===== src/hdl/balance_cascade_controller_macros.svh =====
// Assertion macros shared by the balance cascade controller RTL.
// No dependencies; the bodies are empty when SYNTH is defined.
`ifndef BALANCE_CASCADE_CONTROLLER_MACROS_SVH
`define BALANCE_CASCADE_CONTROLLER_MACROS_SVH

`ifndef SYNTH
// cond must hold at every edge out of reset
`define BCC_ASSERT_ALWAYS(lbl, clk_i, rstn_i, cond, msg) \
	lbl: assert property (@(posedge clk_i) disable iff (!rstn_i) (cond)) else $error(msg);
// same-cycle implication
`define BCC_ASSERT_IMPLY(lbl, clk_i, rstn_i, ante, cons, msg) \
	lbl: assert property (@(posedge clk_i) disable iff (!rstn_i) (ante) |-> (cons)) else $error(msg);
// next-cycle implication
`define BCC_ASSERT_NEXT(lbl, clk_i, rstn_i, ante, cons, msg) \
	lbl: assert property (@(posedge clk_i) disable iff (!rstn_i) (ante) |=> (cons)) else $error(msg);
`else
`define BCC_ASSERT_ALWAYS(lbl, clk_i, rstn_i, cond, msg)
`define BCC_ASSERT_IMPLY(lbl, clk_i, rstn_i, ante, cons, msg)
`define BCC_ASSERT_NEXT(lbl, clk_i, rstn_i, ante, cons, msg)
`endif

`endif


===== src/hdl/bcc_pkg.sv =====
// Types, constants and helper functions for the balance cascade controller.
// No dependencies; used by bcc_mac, bcc_regs and the top level.
package bcc_pkg;

	// shared multiplier operand and accumulator widths
	localparam int A_W    = 25;               // gains (unsigned 24) and small constants
	localparam int B_W    = 27;               // signals, largest is the speed term
	localparam int ACC_W  = A_W + B_W;

	localparam int GAIN_W  = 24;
	localparam int ANGLE_W = 16;
	localparam int SPD_W   = 17;               // speed goal and turn bias
	localparam int IN_W    = 16;
	localparam int OUT_W   = 17;
	localparam int ERR_W   = 18;               // speed error and filtered error
	localparam int INTEG_W = 15;
	localparam int VERT_W  = 19;
	localparam int TURN_W  = 25;
	localparam int MIX_W   = 36;

	// divide by ten: magnitude times ceil(2^24/10), then >> 24; exact below 2^22
	localparam int DIVN_W = 22;
	localparam int MAG_W  = DIVN_W - 1;
	localparam int DIV_SH = 24;
	localparam int Q_W    = ERR_W;

	localparam int PWM_LIMIT   = 7200;
	localparam int INTEG_LIMIT = 10000;

	localparam logic [4:0] SH_Q16 = 5'd16;
	localparam logic [4:0] SH_Q24 = 5'd24;

	typedef logic signed [A_W-1:0]   opa_t;
	typedef logic signed [B_W-1:0]   opb_t;
	typedef logic signed [ACC_W-1:0] acc_t;

	localparam opa_t K_THREE    = A_W'(3);
	localparam opa_t K_SEVEN    = A_W'(7);
	localparam opa_t K_ONE_Q16  = A_W'(65536);
	localparam opa_t K_RECIP_10 = A_W'(1677722);

	localparam logic signed [INTEG_W:0] INTEG_HI = (INTEG_W+1)'(INTEG_LIMIT);
	localparam logic signed [INTEG_W:0] INTEG_LO = -(INTEG_W+1)'(INTEG_LIMIT);
	localparam logic signed [MIX_W-1:0] PWM_HI   = MIX_W'(PWM_LIMIT);
	localparam logic signed [MIX_W-1:0] PWM_LO   = -MIX_W'(PWM_LIMIT);

	// register reset values
	localparam logic [GAIN_W-1:0] RST_VKP = 24'd13107200;
	localparam logic [GAIN_W-1:0] RST_VKD = 24'd353894;
	localparam logic [GAIN_W-1:0] RST_SKP = 24'd43909;
	localparam logic [GAIN_W-1:0] RST_SKI = 24'd220;
	localparam logic [GAIN_W-1:0] RST_TKD = 24'd851968;

	typedef enum logic [2:0] {
		REG_UP_KP,
		REG_UP_KD,
		REG_SPD_KP,
		REG_SPD_KI,
		REG_TURN_KD,
		REG_MID_ANGLE,
		REG_SPD_GOAL,
		REG_TURN_BIAS
	} reg_idx_t;

	typedef struct packed {
		logic [GAIN_W-1:0]         up_kp;
		logic [GAIN_W-1:0]         up_kd;
		logic [GAIN_W-1:0]         spd_kp;
		logic [GAIN_W-1:0]         spd_ki;
		logic [GAIN_W-1:0]         turn_kd;
		logic signed [ANGLE_W-1:0] mid_angle;
		logic signed [SPD_W-1:0]   spd_goal;
		logic signed [SPD_W-1:0]   turn_bias;
	} cfg_t;

	typedef struct packed {
		logic issue;   // operands valid this cycle
		logic clr;     // start a new sum
		logic sub;     // subtract the product
	} mac_cmd_t;

	typedef enum logic [4:0] {
		S_IDLE,
		S_VKP, S_VKD, S_VWAIT, S_VCAP,
		S_F7, S_FWAIT, S_FDIV, S_FDWAIT, S_FCAP,
		S_PKP, S_PKI, S_PWAIT, S_PCAP,
		S_TBIAS, S_TWAIT, S_TCAP,
		S_MKP, S_MWAIT, S_MCAP,
		S_OUT
	} state_t;

	function automatic opa_t gain_op(input logic [GAIN_W-1:0] g);
		return $signed({1'b0, g});
	endfunction

	// arithmetic shift right that truncates toward zero
	function automatic acc_t rnd_zero(input acc_t v, input logic [4:0] sh);
		acc_t bias;
		bias = v[ACC_W-1] ? ((acc_t'(1) <<< sh) - acc_t'(1)) : '0;
		return (v + bias) >>> sh;
	endfunction

	function automatic logic signed [OUT_W-1:0] sat_pwm(input logic signed [MIX_W-1:0] v);
		logic signed [MIX_W-1:0] r;
		if (v > PWM_HI) begin
			r = PWM_HI;
		end else if (v < PWM_LO) begin
			r = PWM_LO;
		end else begin
			r = v;
		end
		return OUT_W'(r);
	endfunction

endpackage


===== src/hdl/bcc_mac.sv =====
// Shared multiply-accumulate unit: registered 25x27 signed product, then accumulate.
// Depends on bcc_pkg. After the last issue the sum passes the product register, then the accumulator register.
module bcc_mac (
	input  logic              clk,
	input  logic              arst_n,
	input  bcc_pkg::mac_cmd_t cmd,
	input  bcc_pkg::opa_t     op_a,
	input  bcc_pkg::opb_t     op_b,
	output bcc_pkg::acc_t     acc
);
	import bcc_pkg::*;

	acc_t     prod_s1;
	mac_cmd_t cmd_s1;
	acc_t     acc_q;
	acc_t     base;
	acc_t     term;

	always_ff @(posedge clk or negedge arst_n) begin
		if (!arst_n) begin
			cmd_s1 <= '0;
		end else begin
			cmd_s1 <= cmd;
		end
	end

	always_ff @(posedge clk) begin
		prod_s1 <= op_a * op_b;
	end

	assign base = cmd_s1.clr ? '0 : acc_q;
	assign term = cmd_s1.sub ? -prod_s1 : prod_s1;

	always_ff @(posedge clk) begin
		if (cmd_s1.issue) begin
			acc_q <= base + term;
		end
	end

	assign acc = acc_q;

endmodule


===== config.mk =====
export PLATFORM = sky130hd
export DESIGN_NAME = bcc_mac
export DESIGN_NICKNAME = d
export VERILOG_FILES = /design/src/hdl/balance_cascade_controller_macros.svh /design/src/hdl/bcc_pkg.sv /design/src/hdl/bcc_mac.sv
export SDC_FILE = /design/constraint.sdc
export NUM_CORES = 2
export LEC_CHECK = 0
export ABC_AREA = 0
export BUFFER_PORTS_ARGS = -buffer_cell sky130_fd_sc_hd__buf_2
export CAP_MARGIN = 30
export CELL_PAD_IN_SITES_DETAIL_PLACEMENT = 1
export CELL_PAD_IN_SITES_GLOBAL_PLACEMENT = 1
export CORE_MARGIN = 1
export CORE_UTILIZATION = 40
export DETAILED_ROUTE_END_ITERATION = 6
export PLACE_DENSITY_LB_ADDON = 0.12
export REMOVE_ABC_BUFFERS = 1
export SKIP_LAST_GASP = 1
export SYNTH_ARGS = -nofsm -noshare
export SYNTH_HDL_FRONTEND = slang
export SYNTH_SLANG_ARGS = --single-unit

===== constraint.sdc =====
create_clock -name clk -period 4.7 [get_ports clk]
set_input_delay 0.47 -clock clk [delete_from_list [all_inputs] [get_ports clk]]
set_output_delay 0.47 -clock clk [all_outputs]
set_load 0.005 [all_outputs]

==> impl_metrics.csv <==
group,metric,value,unit
status,status,"complete, but fails checks",
status,violations,"negative setup slack",
synthesis,netlist_instances,3316,
drt,finalWirelength,99900,um
clock_network,cts-buffers-inserted,9,
grt,grt_pass1_wl,160000,um
clock_network,numClockSinks,107,
setup_path,cp_max_fo,6,
setup_path,crit_start,"op_a[3]",
worst_hold_path,hold_path.class,"primary input to register",
synthesis,synthesis.area,31100,um^2
die,die_w,281,um
timing,finalClockSkew,0.00990,ns
drt,wl_per_cell,20.4,um
placement,io_buffers,108,
die,num_rows,101,
synthesis,synth_cell_types,71,
synthesis,avgSynthCellArea,9.37,um^2
cells_and_area,nNetsFinal,4811,
timing,maxSlewViolCount,0,
grt,grt_start_max_net_pins,53,
timing,fin_crit,6.74,ns
synthesis,synth_seq_cells,107,
synthesis,synth_mux_area_share,0.0644,%
timing,finalCritPeriodShare,143,%
timing,slew_headroom,48.5,%
setup_path,path_class,"primary input to register",
synthesis,yosysWarnings,0,
synthesis,yosys-top-cells-area,"fa_1, inv_1, ha_1",
synthesis,synth_top_area_cell,"fa_1",
drt,vias_per_cell,5.02,
cells_and_area,drive_gt1_share,26.5,%
clock_network,clockBufferDepth,2,
synthesis,synthAdderAreaFrac,53.4,%
synthesis,synth_seq_area_share,8.62,%
drt,initialDrtViolationCount,933,
die,coreArea,76500,um^2
synthesis,ys_async_sr_fraction,2.80,%
die,io_pins,109,
setup_path,rr_startpoint,"prod_s1[16]$_DFF_P_",
grt,overflow,0,
cells_and_area,area_growth,27.2,%
synthesis,netlist.area_leader.share,45.4,%
synthesis,synth_top_family_by_area,"adder cells",
setup_path,cp.required,5.00,ns
timing,fmax,0.148,GHz
grt,grt.total_usage,26.0,%
cells_and_area,final_cell_mix,"fa_1, inv_1, buf_4, nand2_1, and2_1",
die,die-height,281,um
die,dieArea,78800,um^2
setup_path,end_kind,"register",
setup_path,cp_data_arrival_time,7.04,ns
placement,gp_congestion,0.896,
clock_network,cts_tree,"done",
cells_and_area,n_antenna_cell,0,
cells_and_area,utilization,51.7,%
grt,antenna_found_initial,0,
drt,dr.pass1.iters,5,
synthesis,synthXorXnorAreaFrac,4.26,%
clock_network,htree_levels,3,
timing,setup_viol,43,
cells_and_area,fill_cells,8581,
synthesis,synth-simple-area-share,16.0,%
drt,drc,0,
timing,setup_slack,-2.04,ns
timing,grt_setup_unrepaired,"true",
placement,dp.final_hpwl,84900,um
run,max_cap_viol_count,0,
synthesis,synth_flop_cell,"edfxtp_1",
die,start_util,40.6,%
grt,first_global_vias,29078,
timing,worst_pin_slew,0.772,ns
cells_and_area,multi_input_area,27100,um^2
synthesis,synth_enable_flop_cells,52,
drt,num_vias,24532,
synthesis,synth_compound_area_share,7.69,%
cells_and_area,layout_commonest_cell,"fa_1",
setup_path,worstSetupStartpointType,"primary input",
clock_network,cts.reportedPaths.clkPinSlew,0.08,ns
worst_hold_path,hold_start,"cmd[2]",
clock_network,root_buffer,"clkbuf_16",
clock_network,insertion_delay,0.37,ns
cells_and_area,ff_latch_area,2690,um^2
drt,route.antenna.remaining_nets,0,
timing,finalHoldViolCount,0,
kinds of logic after synthesis:
| kind of cell | after synthesis |
|---|---|
| simple gates | 960 |
| fa+ha+maj | 902 |
| buf+inv | 831 |
| compound gates | 363 |
| xor+xnor | 151 |
| flops | 107 |
| mux | 2 |
per-stage QoR:
step	setup TNS [ns]	setup WS, ns	hold WS, ns	std cells	area (um^2)
2_1_floorplan	-52.93	-2.23	0.174	3177	30600
3_3_place_gp	-89.61	-2.92	0.263	4762	36000
3_5_place_dp	-92.80	-3.00	0.267	4762	36000
4_1_cts	-61.29	-2.04	0.199	4850	38200
5_1_grt	-69.42	-2.18	0.199	4887	39500
6_report	-61.17	-2.04	0.205	4887	39500
critical path, stage by stage:
cell and delay [ns]:
buf_8 0.11, buf_8 0.14, buf_12 0.13, and2_4 0.13, fa_2 0.65, buf_6 0.12
fa_1 0.43, inv_2 0.09, fa_2 0.46, fa_2 0.59, inv_2 0.05, fa_2 0.46
fa_1 0.48, inv_1 0.05, fa_2 0.56, inv_2 0.06, ha_4 0.24, a22o_1 0.20
o31a_1 0.28, a21o_1 0.20, nand2_2 0.10, o21ai_2 0.07, o41ai_2 0.20, buf_4 0.20
o21ai_4 0.07, a2111o_1 0.42, nand3_1 0.08
final timing paths:
path	to	slack (ns)	cells past startpoint
hold reg to reg	acc[0]$_DFFE_PP_	0.62	1
max in group asynchronous	cmd_s1[0]$_DFF_PN0_	4.17	2
setup / recovery	prod_s1[48]$_DFF_P_	-2.04	27
min in group asynchronous	cmd_s1[2]$_DFF_PN0_	0.42	2
hold / removal	cmd_s1[2]$_DFF_PN0_	0.21	1
setup reg to reg	acc[51]$_DFFE_PP_	-0.02	22
routing by layer:
layer	global-route usage, %	share of wire [%]	up-vias
met5	0	0	-
met4	4.46	1.6	0
met3	1.46	2.1	84
met2	47.8	52	309
met1	34.1	44	13016
li1	-	-	11123
state kept, by name, indices dropped and copies added, names as in the netlist:
name     flops
acc         52
prod_s1     52
cmd_s1       3
layout make-up:
type | instances | area share [%]
Tap cell | 1030 | 3.26
Multi-Input combinational cell | 2378 | 68.5
Clock buffer | 9 | 0.570
Timing Repair Buffer | 664 | 14.2
Sequential cell | 107 | 6.79
Inverter | 692 | 6.57
Clock inverter | 7 | 0.130
synthesized netlist by cell type (8+ instances only):
cell,count
fa_1,705
inv_1,692
nand2_1,370
and2_1,344
ha_1,197
clkbuf_1,137
xnor2_1,122
a21oi_1,96
nor2_1,77
o21ai_0,72
nor2b_1,59
a21o_1,54
dfxtp_1,52
edfxtp_1,52
xor2_1,29
nand2b_1,24
o21bai_1,20
o31ai_1,17
nand3_1,15
nor3_1,15
nand4_1,13
o21a_1,13
o41ai_1,11
a211oi_1,8
and3_1,8
o211ai_1,8
timing repair:
item,4_1_cts,5_1_grt
setup buffers,79,52
resized for setup,326,266
hold buffers,1,0
endpoints found under the hold margin,3,0
gates cloned,2,1
endpoints found under the setup margin,51,60
pin swaps,181,235
Power is not shown: default switching activity piles up to over one toggle a cycle in this logic, so the estimate is an artifact.
