==> src/hdl/balance_cascade_controller_macros.svh <==
// Assertion macros shared by the balance cascade controller RTL.
// No dependencies; the bodies are empty when SYNTH is defined.
`ifndef BALANCE_CASCADE_CONTROLLER_MACROS_SVH
`define BALANCE_CASCADE_CONTROLLER_MACROS_SVH

`ifndef SYNTH
// cond must hold at every edge out of reset
`define BCC_ASSERT_ALWAYS(lbl, clk_i, rstn_i, cond, msg) \
	lbl: assert property (@(posedge clk_i) disable iff (!rstn_i) (cond)) else $error(msg);
// same-cycle implication
`define BCC_ASSERT_IMPLY(lbl, clk_i, rstn_i, ante, cons, msg) \
	lbl: assert property (@(posedge clk_i) disable iff (!rstn_i) (ante) |-> (cons)) else $error(msg);
// next-cycle implication
`define BCC_ASSERT_NEXT(lbl, clk_i, rstn_i, ante, cons, msg) \
	lbl: assert property (@(posedge clk_i) disable iff (!rstn_i) (ante) |=> (cons)) else $error(msg);
`else
`define BCC_ASSERT_ALWAYS(lbl, clk_i, rstn_i, cond, msg)
`define BCC_ASSERT_IMPLY(lbl, clk_i, rstn_i, ante, cons, msg)
`define BCC_ASSERT_NEXT(lbl, clk_i, rstn_i, ante, cons, msg)
`endif

`endif

==> src/hdl/bcc_pkg.sv <==
// Types, constants and helper functions for the balance cascade controller.
// No dependencies; used by bcc_mac, bcc_regs and the top level.
package bcc_pkg;

	// shared multiplier operand and accumulator widths
	localparam int A_W    = 25;               // gains (unsigned 24) and small constants
	localparam int B_W    = 27;               // signals, largest is the speed term
	localparam int ACC_W  = A_W + B_W;

	localparam int GAIN_W  = 24;
	localparam int ANGLE_W = 16;
	localparam int SPD_W   = 17;               // speed goal and turn bias
	localparam int IN_W    = 16;
	localparam int OUT_W   = 17;
	localparam int ERR_W   = 18;               // speed error and filtered error
	localparam int INTEG_W = 15;
	localparam int VERT_W  = 19;
	localparam int TURN_W  = 25;
	localparam int MIX_W   = 36;

	// divide by ten: magnitude times ceil(2^24/10), then >> 24; exact below 2^22
	localparam int DIVN_W = 22;
	localparam int MAG_W  = DIVN_W - 1;
	localparam int DIV_SH = 24;
	localparam int Q_W    = ERR_W;

	localparam int PWM_LIMIT   = 7200;
	localparam int INTEG_LIMIT = 10000;

	localparam logic [4:0] SH_Q16 = 5'd16;
	localparam logic [4:0] SH_Q24 = 5'd24;

	typedef logic signed [A_W-1:0]   opa_t;
	typedef logic signed [B_W-1:0]   opb_t;
	typedef logic signed [ACC_W-1:0] acc_t;

	localparam opa_t K_THREE    = A_W'(3);
	localparam opa_t K_SEVEN    = A_W'(7);
	localparam opa_t K_ONE_Q16  = A_W'(65536);
	localparam opa_t K_RECIP_10 = A_W'(1677722);

	localparam logic signed [INTEG_W:0] INTEG_HI = (INTEG_W+1)'(INTEG_LIMIT);
	localparam logic signed [INTEG_W:0] INTEG_LO = -(INTEG_W+1)'(INTEG_LIMIT);
	localparam logic signed [MIX_W-1:0] PWM_HI   = MIX_W'(PWM_LIMIT);
	localparam logic signed [MIX_W-1:0] PWM_LO   = -MIX_W'(PWM_LIMIT);

	// register reset values
	localparam logic [GAIN_W-1:0] RST_VKP = 24'd13107200;
	localparam logic [GAIN_W-1:0] RST_VKD = 24'd353894;
	localparam logic [GAIN_W-1:0] RST_SKP = 24'd43909;
	localparam logic [GAIN_W-1:0] RST_SKI = 24'd220;
	localparam logic [GAIN_W-1:0] RST_TKD = 24'd851968;

	typedef enum logic [2:0] {
		REG_UP_KP,
		REG_UP_KD,
		REG_SPD_KP,
		REG_SPD_KI,
		REG_TURN_KD,
		REG_MID_ANGLE,
		REG_SPD_GOAL,
		REG_TURN_BIAS
	} reg_idx_t;

	typedef struct packed {
		logic [GAIN_W-1:0]         up_kp;
		logic [GAIN_W-1:0]         up_kd;
		logic [GAIN_W-1:0]         spd_kp;
		logic [GAIN_W-1:0]         spd_ki;
		logic [GAIN_W-1:0]         turn_kd;
		logic signed [ANGLE_W-1:0] mid_angle;
		logic signed [SPD_W-1:0]   spd_goal;
		logic signed [SPD_W-1:0]   turn_bias;
	} cfg_t;

	typedef struct packed {
		logic issue;   // operands valid this cycle
		logic clr;     // start a new sum
		logic sub;     // subtract the product
	} mac_cmd_t;

	typedef enum logic [4:0] {
		S_IDLE,
		S_VKP, S_VKD, S_VWAIT, S_VCAP,
		S_F7, S_FWAIT, S_FDIV, S_FDWAIT, S_FCAP,
		S_PKP, S_PKI, S_PWAIT, S_PCAP,
		S_TBIAS, S_TWAIT, S_TCAP,
		S_MKP, S_MWAIT, S_MCAP,
		S_OUT
	} state_t;

	function automatic opa_t gain_op(input logic [GAIN_W-1:0] g);
		return $signed({1'b0, g});
	endfunction

	// arithmetic shift right that truncates toward zero
	function automatic acc_t rnd_zero(input acc_t v, input logic [4:0] sh);
		acc_t bias;
		bias = v[ACC_W-1] ? ((acc_t'(1) <<< sh) - acc_t'(1)) : '0;
		return (v + bias) >>> sh;
	endfunction

	function automatic logic signed [OUT_W-1:0] sat_pwm(input logic signed [MIX_W-1:0] v);
		logic signed [MIX_W-1:0] r;
		if (v > PWM_HI) begin
			r = PWM_HI;
		end else if (v < PWM_LO) begin
			r = PWM_LO;
		end else begin
			r = v;
		end
		return OUT_W'(r);
	endfunction

endpackage

==> src/hdl/bcc_regs.sv <==
// APB register file holding the gains, balance angle, speed goal and turn bias.
// Depends on bcc_pkg for the register map and the cfg_t bundle.
module bcc_regs (
	input  logic          clk,
	input  logic          arst_n,
	input  logic          psel,
	input  logic          penable,
	input  logic          pwrite,
	input  logic [4:0]    paddr,
	input  logic [31:0]   pwdata,
	output logic [31:0]   prdata,
	output logic          pready,
	output bcc_pkg::cfg_t cfg
);
	import bcc_pkg::*;

	cfg_t     cfg_q;
	reg_idx_t idx;
	logic     wr_en;

	assign idx    = reg_idx_t'(paddr[4:2]);
	assign wr_en  = psel && penable && pwrite;
	assign pready = 1'b1;

	always_ff @(posedge clk or negedge arst_n) begin
		if (!arst_n) begin
			cfg_q.up_kp     <= RST_VKP;
			cfg_q.up_kd     <= RST_VKD;
			cfg_q.spd_kp    <= RST_SKP;
			cfg_q.spd_ki    <= RST_SKI;
			cfg_q.turn_kd   <= RST_TKD;
			cfg_q.mid_angle <= '0;
			cfg_q.spd_goal  <= '0;
			cfg_q.turn_bias <= '0;
		end else if (wr_en) begin
			unique case (idx)
				REG_UP_KP:     cfg_q.up_kp     <= pwdata[GAIN_W-1:0];
				REG_UP_KD:     cfg_q.up_kd     <= pwdata[GAIN_W-1:0];
				REG_SPD_KP:    cfg_q.spd_kp    <= pwdata[GAIN_W-1:0];
				REG_SPD_KI:    cfg_q.spd_ki    <= pwdata[GAIN_W-1:0];
				REG_TURN_KD:   cfg_q.turn_kd   <= pwdata[GAIN_W-1:0];
				REG_MID_ANGLE: cfg_q.mid_angle <= pwdata[ANGLE_W-1:0];
				REG_SPD_GOAL:  cfg_q.spd_goal  <= pwdata[SPD_W-1:0];
				REG_TURN_BIAS: cfg_q.turn_bias <= pwdata[SPD_W-1:0];
			endcase
		end
	end

	always_comb begin
		unique case (idx)
			REG_UP_KP:     prdata = 32'(cfg_q.up_kp);
			REG_UP_KD:     prdata = 32'(cfg_q.up_kd);
			REG_SPD_KP:    prdata = 32'(cfg_q.spd_kp);
			REG_SPD_KI:    prdata = 32'(cfg_q.spd_ki);
			REG_TURN_KD:   prdata = 32'(cfg_q.turn_kd);
			REG_MID_ANGLE: prdata = 32'($unsigned(cfg_q.mid_angle));
			REG_SPD_GOAL:  prdata = 32'($unsigned(cfg_q.spd_goal));
			REG_TURN_BIAS: prdata = 32'($unsigned(cfg_q.turn_bias));
		endcase
	end

	assign cfg = cfg_q;

endmodule

==> config.mk <==
export PLATFORM = sky130hd
export DESIGN_NAME = bcc_regs
export DESIGN_NICKNAME = d
export VERILOG_FILES = /design/src/hdl/balance_cascade_controller_macros.svh /design/src/hdl/bcc_pkg.sv /design/src/hdl/bcc_regs.sv
export SDC_FILE = /design/constraint.sdc
export NUM_CORES = 1
export LEC_CHECK = 0
export ABC_CLOCK_PERIOD_IN_PS = 1300
export BUFFER_PORTS_ARGS = -buffer_cell sky130_fd_sc_hd__buf_2
export CORE_UTILIZATION = 51
export CTS_CLUSTER_SIZE = 40
export DETAILED_ROUTE_END_ITERATION = 6
export PLACE_DENSITY = 0.8
export REMOVE_ABC_BUFFERS = 1
export SLEW_MARGIN = 20
export SYNTH_ARGS = -nofsm -noshare
export SYNTH_HDL_FRONTEND = slang
export SYNTH_SLANG_ARGS = --single-unit
==> constraint.sdc <==
create_clock -name clk -period 1.3 [get_ports clk]
set_input_delay 0.065 -clock clk [delete_from_list [all_inputs] [get_ports clk]]
set_output_delay 0.065 -clock clk [all_outputs]
set_load 0.1 [all_outputs]
==> results of run 1 <==
-- final timing paths --
check / cells past startpoint / to / start
setup reg to reg: 3 / cfg[96] / cfg[96]
min in group clk: 6 / cfg[142] / penable
setup / recovery: 4 / prdata[22] / cfg[96]
max in group asynchronous: 3 / cfg[138] / arst_n
hold / removal: 2 / cfg[96] / arst_n
hold reg to reg: 1 / cfg[149] / cfg[149]
-- cells by family after synthesis --
family | share of synthesized area
AO/OA/AOI/OAI | 0.0595
other | 0.000961
multiplexers | 0.320
buffers and inverters | 0.0362
flip-flops | 0.549
AND/OR/NAND/NOR | 0.0344
-- cell usage after synthesis --
cell and number:
sky130_fd_sc_hd__buf_4 9, sky130_fd_sc_hd__buf_1 3, sky130_fd_sc_hd__nor2_1 11, sky130_fd_sc_hd__nand2_1 12, sky130_fd_sc_hd__nand4_1 1, sky130_fd_sc_hd__a211o_1 6, sky130_fd_sc_hd__mux4_2 3, sky130_fd_sc_hd__a22oi_1 1
sky130_fd_sc_hd__mux2i_1 51, sky130_fd_sc_hd__o22a_1 15, sky130_fd_sc_hd__o22ai_1 15, sky130_fd_sc_hd__nor2b_1 1, sky130_fd_sc_hd__a21oi_1 6, sky130_fd_sc_hd__nor2_2 5, sky130_fd_sc_hd__a221oi_1 13, sky130_fd_sc_hd__a31oi_1 2
sky130_fd_sc_hd__nand3_1 3, sky130_fd_sc_hd__nor3_2 1, sky130_fd_sc_hd__inv_1 14, sky130_fd_sc_hd__a211oi_1 2, sky130_fd_sc_hd__or3_1 2, sky130_fd_sc_hd__nor3b_1 7, sky130_fd_sc_hd__dfrtp_1 141, sky130_fd_sc_hd__buf_2 22
sky130_fd_sc_hd__mux2_1 21, sky130_fd_sc_hd__a32oi_1 1, sky130_fd_sc_hd__nand4b_4 1, sky130_fd_sc_hd__dfstp_2 29, sky130_fd_sc_hd__clkbuf_1 11, sky130_fd_sc_hd__conb_1 2, sky130_fd_sc_hd__mux2_2 150, sky130_fd_sc_hd__nand2b_1 4
-- area by class of cell --
class / instances / area (um^2)
inverter: 14 / 52.6
fill: 652 / 2310
clock buffer: 23 / 458
tap: 184 / 230
clock inverter: 9 / 103
multi-input combinational: 343 / 3460
timing repair buffer: 368 / 3840
sequential: 170 / 4290
-- routing by layer --
layer | track usage | vias up | share of wire
met5 | 0 | - | 0
met4 | 0.223 | 0 | 0.061
met3 | 0.0718 | 125 | 0.078
met2 | 0.632 | 490 | 0.50
met1 | 0.420 | 3456 | 0.36
li1 | - | 2748 | -
-- per-stage QoR --
step / hold WS [ns] / worst slack, ns
floorplan: -0.231 / -1.71
global placement: 0.0376 / -0.165
detailed placement: 0.0487 / -0.215
CTS: 0.160 / -0.475
global route: 0.186 / -0.542
finish: 0.149 / -0.543
-- report_power, final --
| part | switching, uW | total [uW] | internal, uW |
|---|---|---|---|
| clock network | 2110 | 4980 | 2870 |
| registers | 1040 | 7500 | 6460 |
| logic | 11000 | 15200 | 4230 |
-- timing repair --
| action | 4_1_cts | 5_1_grt |
|---|---|---|
| hold buffers | 25 | 0 |
| setup buffers | 24 | 30 |
| setup endpoints to repair | 178 | 61 |
| pin swaps | 32 | 24 |
| endpoints found under the hold margin | 303 | 0 |
| gates resized for setup | 188 | 55 |
==> impl_metrics.tcl, run 1 <==
set metrics [dict create \
    detail_route.vias_per_cell 6.14 \
    clk_latency_ns 0.43 \
    dr_total_vias 6819 \
    timing_worst_slew_pin_value_ns 0.523 \
    finalInstanceArea_um2 12400 \
    residual_drc 0 \
    placedCellCount 1019 \
    grt_remaining_overflow 0 \
    post-dp-hpwl_mm 16.9 \
    grt_antenna_before_repair 0 \
    crit_buf_inv 1 \
    detail-route-antenna-nets 0 \
    crit_type "reg2out" \
    initial_core_util 0.530 \
    required_ns 1.24 \
    drt_first_iter_violations 486 \
    post_synth.cell_area_avg_um2 13.8 \
    post-synth-top-area-cell "sky130_fd_sc_hd__dfrtp_1" \
    grt.total_usage 0.365 \
    grt_first_pass_wirelength_mm 43.0 \
    timing.critical_path.to_type "output port" \
    port_buffers 225 \
    fin_crit_sh 1.42 \
    area_growth_pct 59.1 \
    ff2ff_setup_slack_ns 0.19 \
    fmax_achieved_ghz 0.543 \
    yosys_register_bits 170 \
    pwr_density_cell_nw_per_um2 2230 \
    finalSetupTns_ns -10.94 \
    maxCapViolations 0 \
    cts-root-to-sink-buffers 2 \
    die-area_um2 15800 \
    drive_above_1_share 0.644 \
    synthesis.area_um2 7820 \
    wl_per_cell_um 26.7 \
    placed_area_um2 10700 \
    height_of_the_die_um 126 \
    cp-start-kind "flip-flop" \
    top_level_ports 245 \
    power_leakage_uw 0.00591 \
    htree_num_levels 4 \
    synth_warnings 0 \
    netlist_instances 565 \
    grt_pass1_vias 7220 \
    finalHoldViolCount 0 \
    die_span_x_um 126 \
    finalWorstPathRequiredPeriod_ns 1.84 \
    violations "setup timing" \
    totalWireLength_mm 29.6 \
    final-setup-viol-count 48 \
    crit_arrival_ns 1.78 \
    rsz0062_at_grt "true" \
    coreArea_um2 14800 \
    fin_ws_ns -0.543 \
    timing.critical_path.fanout_max 2 \
    drv_slew 0 \
    path_category_of_the_worst_min_delay_check "in2async" \
    design_power_total_uw 27700 \
    grt_max_degree 48 \
    crit_chain "mux4_2 -> nand2_2 -> nand2_2 -> buf_12" \
    irDropWorstVdd_mv 1.55 \
    cts-buffers-inserted 17 \
    cts_tree "yes" \
    clkSlewWorstSetupHoldPaths_ns 0.06 \
    layout.cells.most_common_list "195 x sky130_fd_sc_hd__buf_4, 150 x sky130_fd_sc_hd__mux2_2, 141 x sky130_fd_sc_hd__dfrtp_1" \
    drt-pass1-iter-count 5 \
    largest_register_ffs 170 \
    synth_largest_type_area_fraction 0.451 \
    most_common_library_cell_in_the_layout_ignoring_fill_and_taps "sky130_fd_sc_hd__buf_4" \
    outcome "complete, but fails checks" \
    final_cells 1111 \
    gp_routability_congestion 0.828 \
    std_cell_rows 44 \
    worst_path_most_repeated_cell "sky130_fd_sc_hd__nand2_2" \
    crit_family "multiplexers" \
    synth_cell_types 32 \
    timing.critical_path.slowest_cell_delay_ns 0.57 \
    finalCoreUtilization 0.843 \
    timing.max_slew.rel_slack 0.651 \
    cpMaxStageDelayCell "sky130_fd_sc_hd__mux4_2" \
    num-nets-final 956 \
    skew_ns 0 \
    synth_top_cells_by_area "sky130_fd_sc_hd__dfrtp_1 45%, sky130_fd_sc_hd__mux2_2 22%, sky130_fd_sc_hd__dfstp_2 9.7%" \
    sequential_area_share_after_synthesis 0.549 \
    clock-sinks 170 \
    cts.root.buffer_cell "sky130_fd_sc_hd__clkbuf_16" \
    antenna_cells_inserted 0 \
]
No activity file was read; power rests on OpenSTA's default activity.
==> run 2, diff against run 1 <==
--- a/config.mk
+++ b/config.mk
@@ -7,10 +7,9 @@
 export LEC_CHECK = 0
 export ABC_CLOCK_PERIOD_IN_PS = 1300
 export BUFFER_PORTS_ARGS = -buffer_cell sky130_fd_sc_hd__buf_2
-export CORE_UTILIZATION = 51
+export CORE_UTILIZATION = 25
 export CTS_CLUSTER_SIZE = 40
 export DETAILED_ROUTE_END_ITERATION = 6
-export PLACE_DENSITY = 0.8
 export REMOVE_ABC_BUFFERS = 1
 export SLEW_MARGIN = 20
 export SYNTH_ARGS = -nofsm -noshare
==> run 2 against run 1 <==
Net effect: the flow still finishes with violations (setup timing); count of clock-buffer cells in the layout fell by 1; combinational power about the same; sequential share of layout area shrank 0.71 points; highest routed layer unchanged; critical path type unchanged; design area up 2.1%; sequential power decreased by 3.2%; clock power increased by 4%; register-to-register slack gained 0.12 ns; flip-flop and latch count did not move; maximum frequency is 4.2% higher; wire length decreased by 9.8%.
==> impl_metrics.tcl, run 2 (synthesized netlist as in run 1, its figures left out) <==
set metrics [dict create \
    cp-start-kind "flip-flop" \
    most_common_library_cell_in_the_layout_ignoring_fill_and_taps "sky130_fd_sc_hd__buf_4" \
    drt-pass1-iter-count 4 \
    irDropWorstVdd_mv 1.11 \
    largest_register_ffs 170 \
    grt_remaining_overflow 0 \
    height_of_the_die_um 179 \
    post-dp-hpwl_mm 18.8 \
    clock-sinks 170 \
    die-area_um2 32000 \
    power_leakage_uw 0.00593 \
    dpl_worst_slack_ns -0.601 \
    grt_pass1_vias 6302 \
    fillers 2835 \
    grt_first_pass_wirelength_mm 39.6 \
    ff2ff_setup_slack_ns 0.31 \
    reg_to_reg_start "cfg[139]" \
    die_span_x_um 179 \
    gp_routability_congestion 0.751 \
    design_power_total_uw 27500 \
    placed_area_um2 11100 \
    residual_drc 0 \
    fmax_achieved_ghz 0.565 \
    detail_route.vias_per_cell 4.64 \
    wl_per_cell_um 20.2 \
    htree_num_levels 4 \
    top_level_ports 245 \
    timing.critical_path.to_type "output port" \
    outcome "complete, but fails checks" \
    coreArea_um2 30700 \
    cts-root-to-sink-buffers 2 \
    final-setup-viol-count 30 \
    path_category_of_the_worst_min_delay_check "in2reg" \
    launch_point_of_the_worst_hold_path "pwdata[12]" \
    timing.hold.worst_path_depth 2 \
    totalWireLength_mm 26.7 \
    area_growth_pct 62.5 \
    rr_worst_depth 3 \
    grt_max_degree 63 \
    timing.critical_path.fanout_max 2 \
    std_cell_rows 64 \
    timing.max_slew.rel_slack 0.544 \
    finalInstanceArea_um2 12700 \
    timing.hold.worst_endpoint "cfg[86]" \
    dr_total_vias 6145 \
    rsz0062_at_grt "true" \
    cts-buffers-inserted 17 \
    cts_tree "yes" \
    crit_arrival_ns 1.70 \
    grt.total_usage 0.169 \
    layout.cells.most_common_list "205 x sky130_fd_sc_hd__buf_4, 150 x sky130_fd_sc_hd__mux2_2, 141 x sky130_fd_sc_hd__dfrtp_1" \
    skew_ns 0 \
    violations "setup timing" \
    drive_above_1_share 0.642 \
    detail-route-antenna-nets 0 \
    finalWorstPathRequiredPeriod_ns 1.77 \
    fin_ws_ns -0.469 \
    grt_antenna_before_repair 0 \
    drt_first_iter_violations 180 \
    maxCapViolations 0 \
    crit_type "reg2out" \
    cts.root.buffer_cell "sky130_fd_sc_hd__clkbuf_16" \
    pwr_density_cell_nw_per_um2 2170 \
    required_ns 1.24 \
    antenna_cells_inserted 0 \
    clkSlewWorstSetupHoldPaths_ns 0.07 \
    port_buffers 225 \
    clk_latency_ns 0.42 \
    timing_worst_slew_pin_value_ns 0.682 \
    initial_core_util 0.255 \
    critical_path.reg2reg.endpoint "cfg[139]" \
    drv_slew 0 \
    num-nets-final 957 \
    finalHoldViolCount 0 \
    finalSetupTns_ns -8.80 \
    hold_slack_ns 0.0230 \
    fin_crit_sh 1.36 \
]
-- run 2: cell types whose count changed in the layout (fill, tap and decap cells not counted), sizes merged --
cell / change
dlygate4sd3: -2
buf: +8
clkbuf: -6
clkinvlp: +1
-- run 2: layout make-up --
cell class                      instances  area (um^2)  share of cell area
Sequential cell                       170         4290               0.338
Timing Repair Buffer                  369         3840               0.303
Multi-Input combinational cell        343         3430               0.270
Tap cell                              396          495              0.0390
Clock buffer                           22          474              0.0373
Clock inverter                         10          118             0.00926
Inverter                               14         52.6             0.00414
-- run 2: layer usage --
metal | track usage | vias up | share of wire | wire length [um]
met1 | 0.223 | 3175 | 0.44 | 11700
met2 | 0.278 | 174 | 0.49 | 13200
li1 | - | 2769 | - | -
met5 | 0 | - | 0 | 0
met4 | 0.0576 | 0 | 0.021 | 559
met3 | 0.0303 | 27 | 0.050 | 1330
-- run 2: worst max-delay path: stages (launching register included) --
cell and delay [ns]:
sky130_fd_sc_hd__dfstp_2 0.54, sky130_fd_sc_hd__mux2i_1 0.08, sky130_fd_sc_hd__a211o_1 0.27, sky130_fd_sc_hd__a21oi_2 0.20, sky130_fd_sc_hd__buf_12 0.20
-- run 2: worst max path at each step --
stage | startpoint | to | slack [ns] | cells past startpoint
finish | cfg[140] | prdata[18] | -0.47 | 4
global route | cfg[107] | prdata[9] | -0.55 | 4
CTS | cfg[140] | prdata[18] | -0.48 | 4
detailed placement | paddr[4] | prdata[12] | -0.60 | 7
global placement | paddr[4] | prdata[12] | -0.67 | 7
floorplan | cfg[12] | prdata[12] | -1.71 | 3
-- run 2: stage by stage --
| step | std cells | utilization |
|---|---|---|
| 6_report | 1324 | 0.414 |
| 5_1_grt | 1324 | 0.414 |
| 4_1_cts | 1317 | 0.409 |
| 3_5_place_dp | 1253 | 0.362 |
| 3_3_place_gp | 1253 | 0.362 |
| 2_1_floorplan | 527 | - |
-- run 2: where the power goes --
part	switching, uW	internal [uW]
registers	801	6460
clock network	2180	2990
logic	10800	4310
-- run 2: what timing repair did --
| item | in CTS | in global routing |
|---|---|---|
| setup endpoints to repair | 243 | 64 |
| setup buffers | 11 | 11 |
| pin swaps | 32 | 24 |
| hold buffers | 23 | 0 |
| gates resized for setup | 188 | 30 |
| endpoints found under the hold margin | 290 | 0 |
==> run 3, diff against run 2 <==
--- a/config.mk
+++ b/config.mk
@@ -5,7 +5,6 @@
 export SDC_FILE = /design/constraint.sdc
 export NUM_CORES = 1
 export LEC_CHECK = 0
-export ABC_CLOCK_PERIOD_IN_PS = 1300
 export BUFFER_PORTS_ARGS = -buffer_cell sky130_fd_sc_hd__buf_2
 export CORE_UTILIZATION = 25
 export CTS_CLUSTER_SIZE = 40
==> constraint.sdc (replaced) <==
create_clock -name clk -period 2.2 [get_ports clk]
set_input_delay 0.11 -clock clk [delete_from_list [all_inputs] [get_ports clk]]
set_output_delay 0.11 -clock clk [all_outputs]
set_load 0.1 [all_outputs]
==> run 3 against run 2 <==
Net effect: the run now ends clean; hold slack better by 0.012 ns; core utilization fell by 6.4 points; first-iteration DRC count is 47% higher; flip-flop and latch count did not move; via count down 6.3%; die area is the same; design area decreased by 16%; wire length down 4.6%; register-to-register slack gained 1.1 ns; clock skew stayed put; non-clock buffer count down 87; critical path depth stayed put; largest power group unchanged.
==> impl_metrics.tcl, run 3 (synthesized netlist as in run 1, its figures left out) <==
set metrics [dict create \
    area_growth_pct 37.2 \
    final-setup-viol-count 0 \
    finalInstanceArea_um2 10700 \
    dpl_worst_slack_ns 0.402 \
    cp-start-kind "flip-flop" \
    layout.cells.most_common_list "201 x sky130_fd_sc_hd__buf_2, 150 x sky130_fd_sc_hd__mux2_2, 141 x sky130_fd_sc_hd__dfrtp_1" \
    crit_arrival_ns 1.78 \
    grt.total_usage 0.161 \
    top_level_ports 245 \
    coreArea_um2 30700 \
    maxCapViolations 0 \
    rsz0062_at_grt "false" \
    timing.critical_path.from "cfg[105]" \
    launch_point_of_the_worst_hold_path "pwdata[12]" \
    irDropWorstVdd_mv 0.649 \
    path_category_of_the_worst_min_delay_check "in2reg" \
    detail_route.vias_per_cell 4.65 \
    clock-sinks 170 \
    fmax_achieved_ghz 0.528 \
    gp_routability_congestion 0.750 \
    grt_antenna_before_repair 1 \
    power_switching_uw 7900 \
    grt_first_pass_wirelength_mm 37.2 \
    cts_tree "yes" \
    fin_ws_ns 0.306 \
    comb_power_share 0.512 \
    antenna_cells_inserted 0 \
    drv_slew 0 \
    clkSlewWorstSetupHoldPaths_ns 0.08 \
    drive_above_1_share 0.574 \
    post-dp-hpwl_mm 17.7 \
    cts-root-to-sink-buffers 2 \
    reg_to_reg_start "cfg[154]" \
    cellInternalPower_uw 6650 \
    wl_per_cell_um 20.6 \
    finalHoldViolCount 0 \
    resize_count_post_cts 0 \
    postCtsSetupBuffers 0 \
    die-area_um2 32000 \
    placed_area_um2 9990 \
    grt_remaining_overflow 0 \
    most_common_library_cell_in_the_layout_ignoring_fill_and_taps "sky130_fd_sc_hd__buf_2" \
    power_leakage_uw 0.00515 \
    crit_type "reg2out" \
    grt_max_degree 58 \
    p_clk_frac 0.193 \
    totalWireLength_mm 25.5 \
    largest_register_ffs 170 \
    drt_first_iter_violations 265 \
    height_of_the_die_um 179 \
    required_ns 2.09 \
    htree_num_levels 4 \
    seqPwrFrac 0.295 \
    switching_share 0.543 \
    skew_ns 0 \
    pwr_density_cell_nw_per_um2 1360 \
    residual_drc 0 \
    initial_core_util 0.255 \
    dr_total_vias 5758 \
    port_buffers 225 \
    drt-pass1-iter-count 4 \
    clk_latency_ns 0.43 \
    finalWorstPathRequiredPeriod_ns 1.89 \
    timing.critical_path.fanout_max 3 \
    fillers 3049 \
    post_cts_hold_buffer_count 21 \
    die_span_x_um 179 \
    finalSetupTns_ns 0 \
    design_power_total_uw 14600 \
    timing.max_slew.rel_slack 0.588 \
    detail-route-antenna-nets 0 \
    fin_crit_sh 0.861 \
    outcome "finished, final reports clean" \
    timing.critical_path.to_type "output port" \
    cts-buffers-inserted 17 \
    num-nets-final 870 \
    cts.root.buffer_cell "sky130_fd_sc_hd__clkbuf_16" \
    grt_pass1_vias 5665 \
    std_cell_rows 64 \
    timing_worst_slew_pin_value_ns 0.618 \
]
==> run 3: final cells by class <==
class                      count  area, um^2  area share
timing repair buffer         282        2060       0.192
tap                          396         495      0.0462
clock buffer                  19         433      0.0404
multi-input combinational    343        3300       0.308
clock inverter                13        97.6     0.00910
inverter                      14        52.6     0.00490
sequential                   170        4290       0.400
==> run 3: layer usage <==
| metal | global-route usage | wire (um) |
|---|---|---|
| met1 | 0.212 | 11400 |
| met2 | 0.257 | 12300 |
| met3 | 0.0354 | 1220 |
| met4 | 0.0583 | 577 |
| met5 | 0 | 0 |
==> run 3: stage by stage <==
stage	utilization	instances	hold WS, ns
finish	0.350	1237	0.0347
global route	0.350	1237	0.0205
CTS	0.350	1237	0.00378
detailed placement	0.326	1184	0.135
global placement	0.326	1184	0.134
floorplan	-	527	-0.186
==> run 3: worst max-delay path, cell delays in order, from the launching register on <==
cell and delay (ns):
sky130_fd_sc_hd__dfstp_2 0.54, sky130_fd_sc_hd__inv_1 0.04, sky130_fd_sc_hd__a221oi_1 0.31, sky130_fd_sc_hd__o22a_1 0.26, sky130_fd_sc_hd__buf_12 0.19
==> run 3: final timing paths <==
path	end	slack, ns	depth (start not counted)
worst max register to register	cfg[154]	1.38	1
min in group asynchronous	cfg[118]	0.21	2
worst min register to register	cfg[159]	0.53	1
worst max-delay path	prdata[7]	0.31	4
worst min-delay path	cfg[158]	0.03	2
max in group asynchronous	cfg[76]	1.17	3
==> run 3: power groups by stage <==
stage	Clock (uW)	Sequential [uW]	Combinational, uW
after floorplan	0	8790	1510
after global placement	0	4320	7430
after detailed placement	0	4350	7470
after CTS	2920	4300	7500
after global routing	3020	4390	7670
final	2810	4290	7460
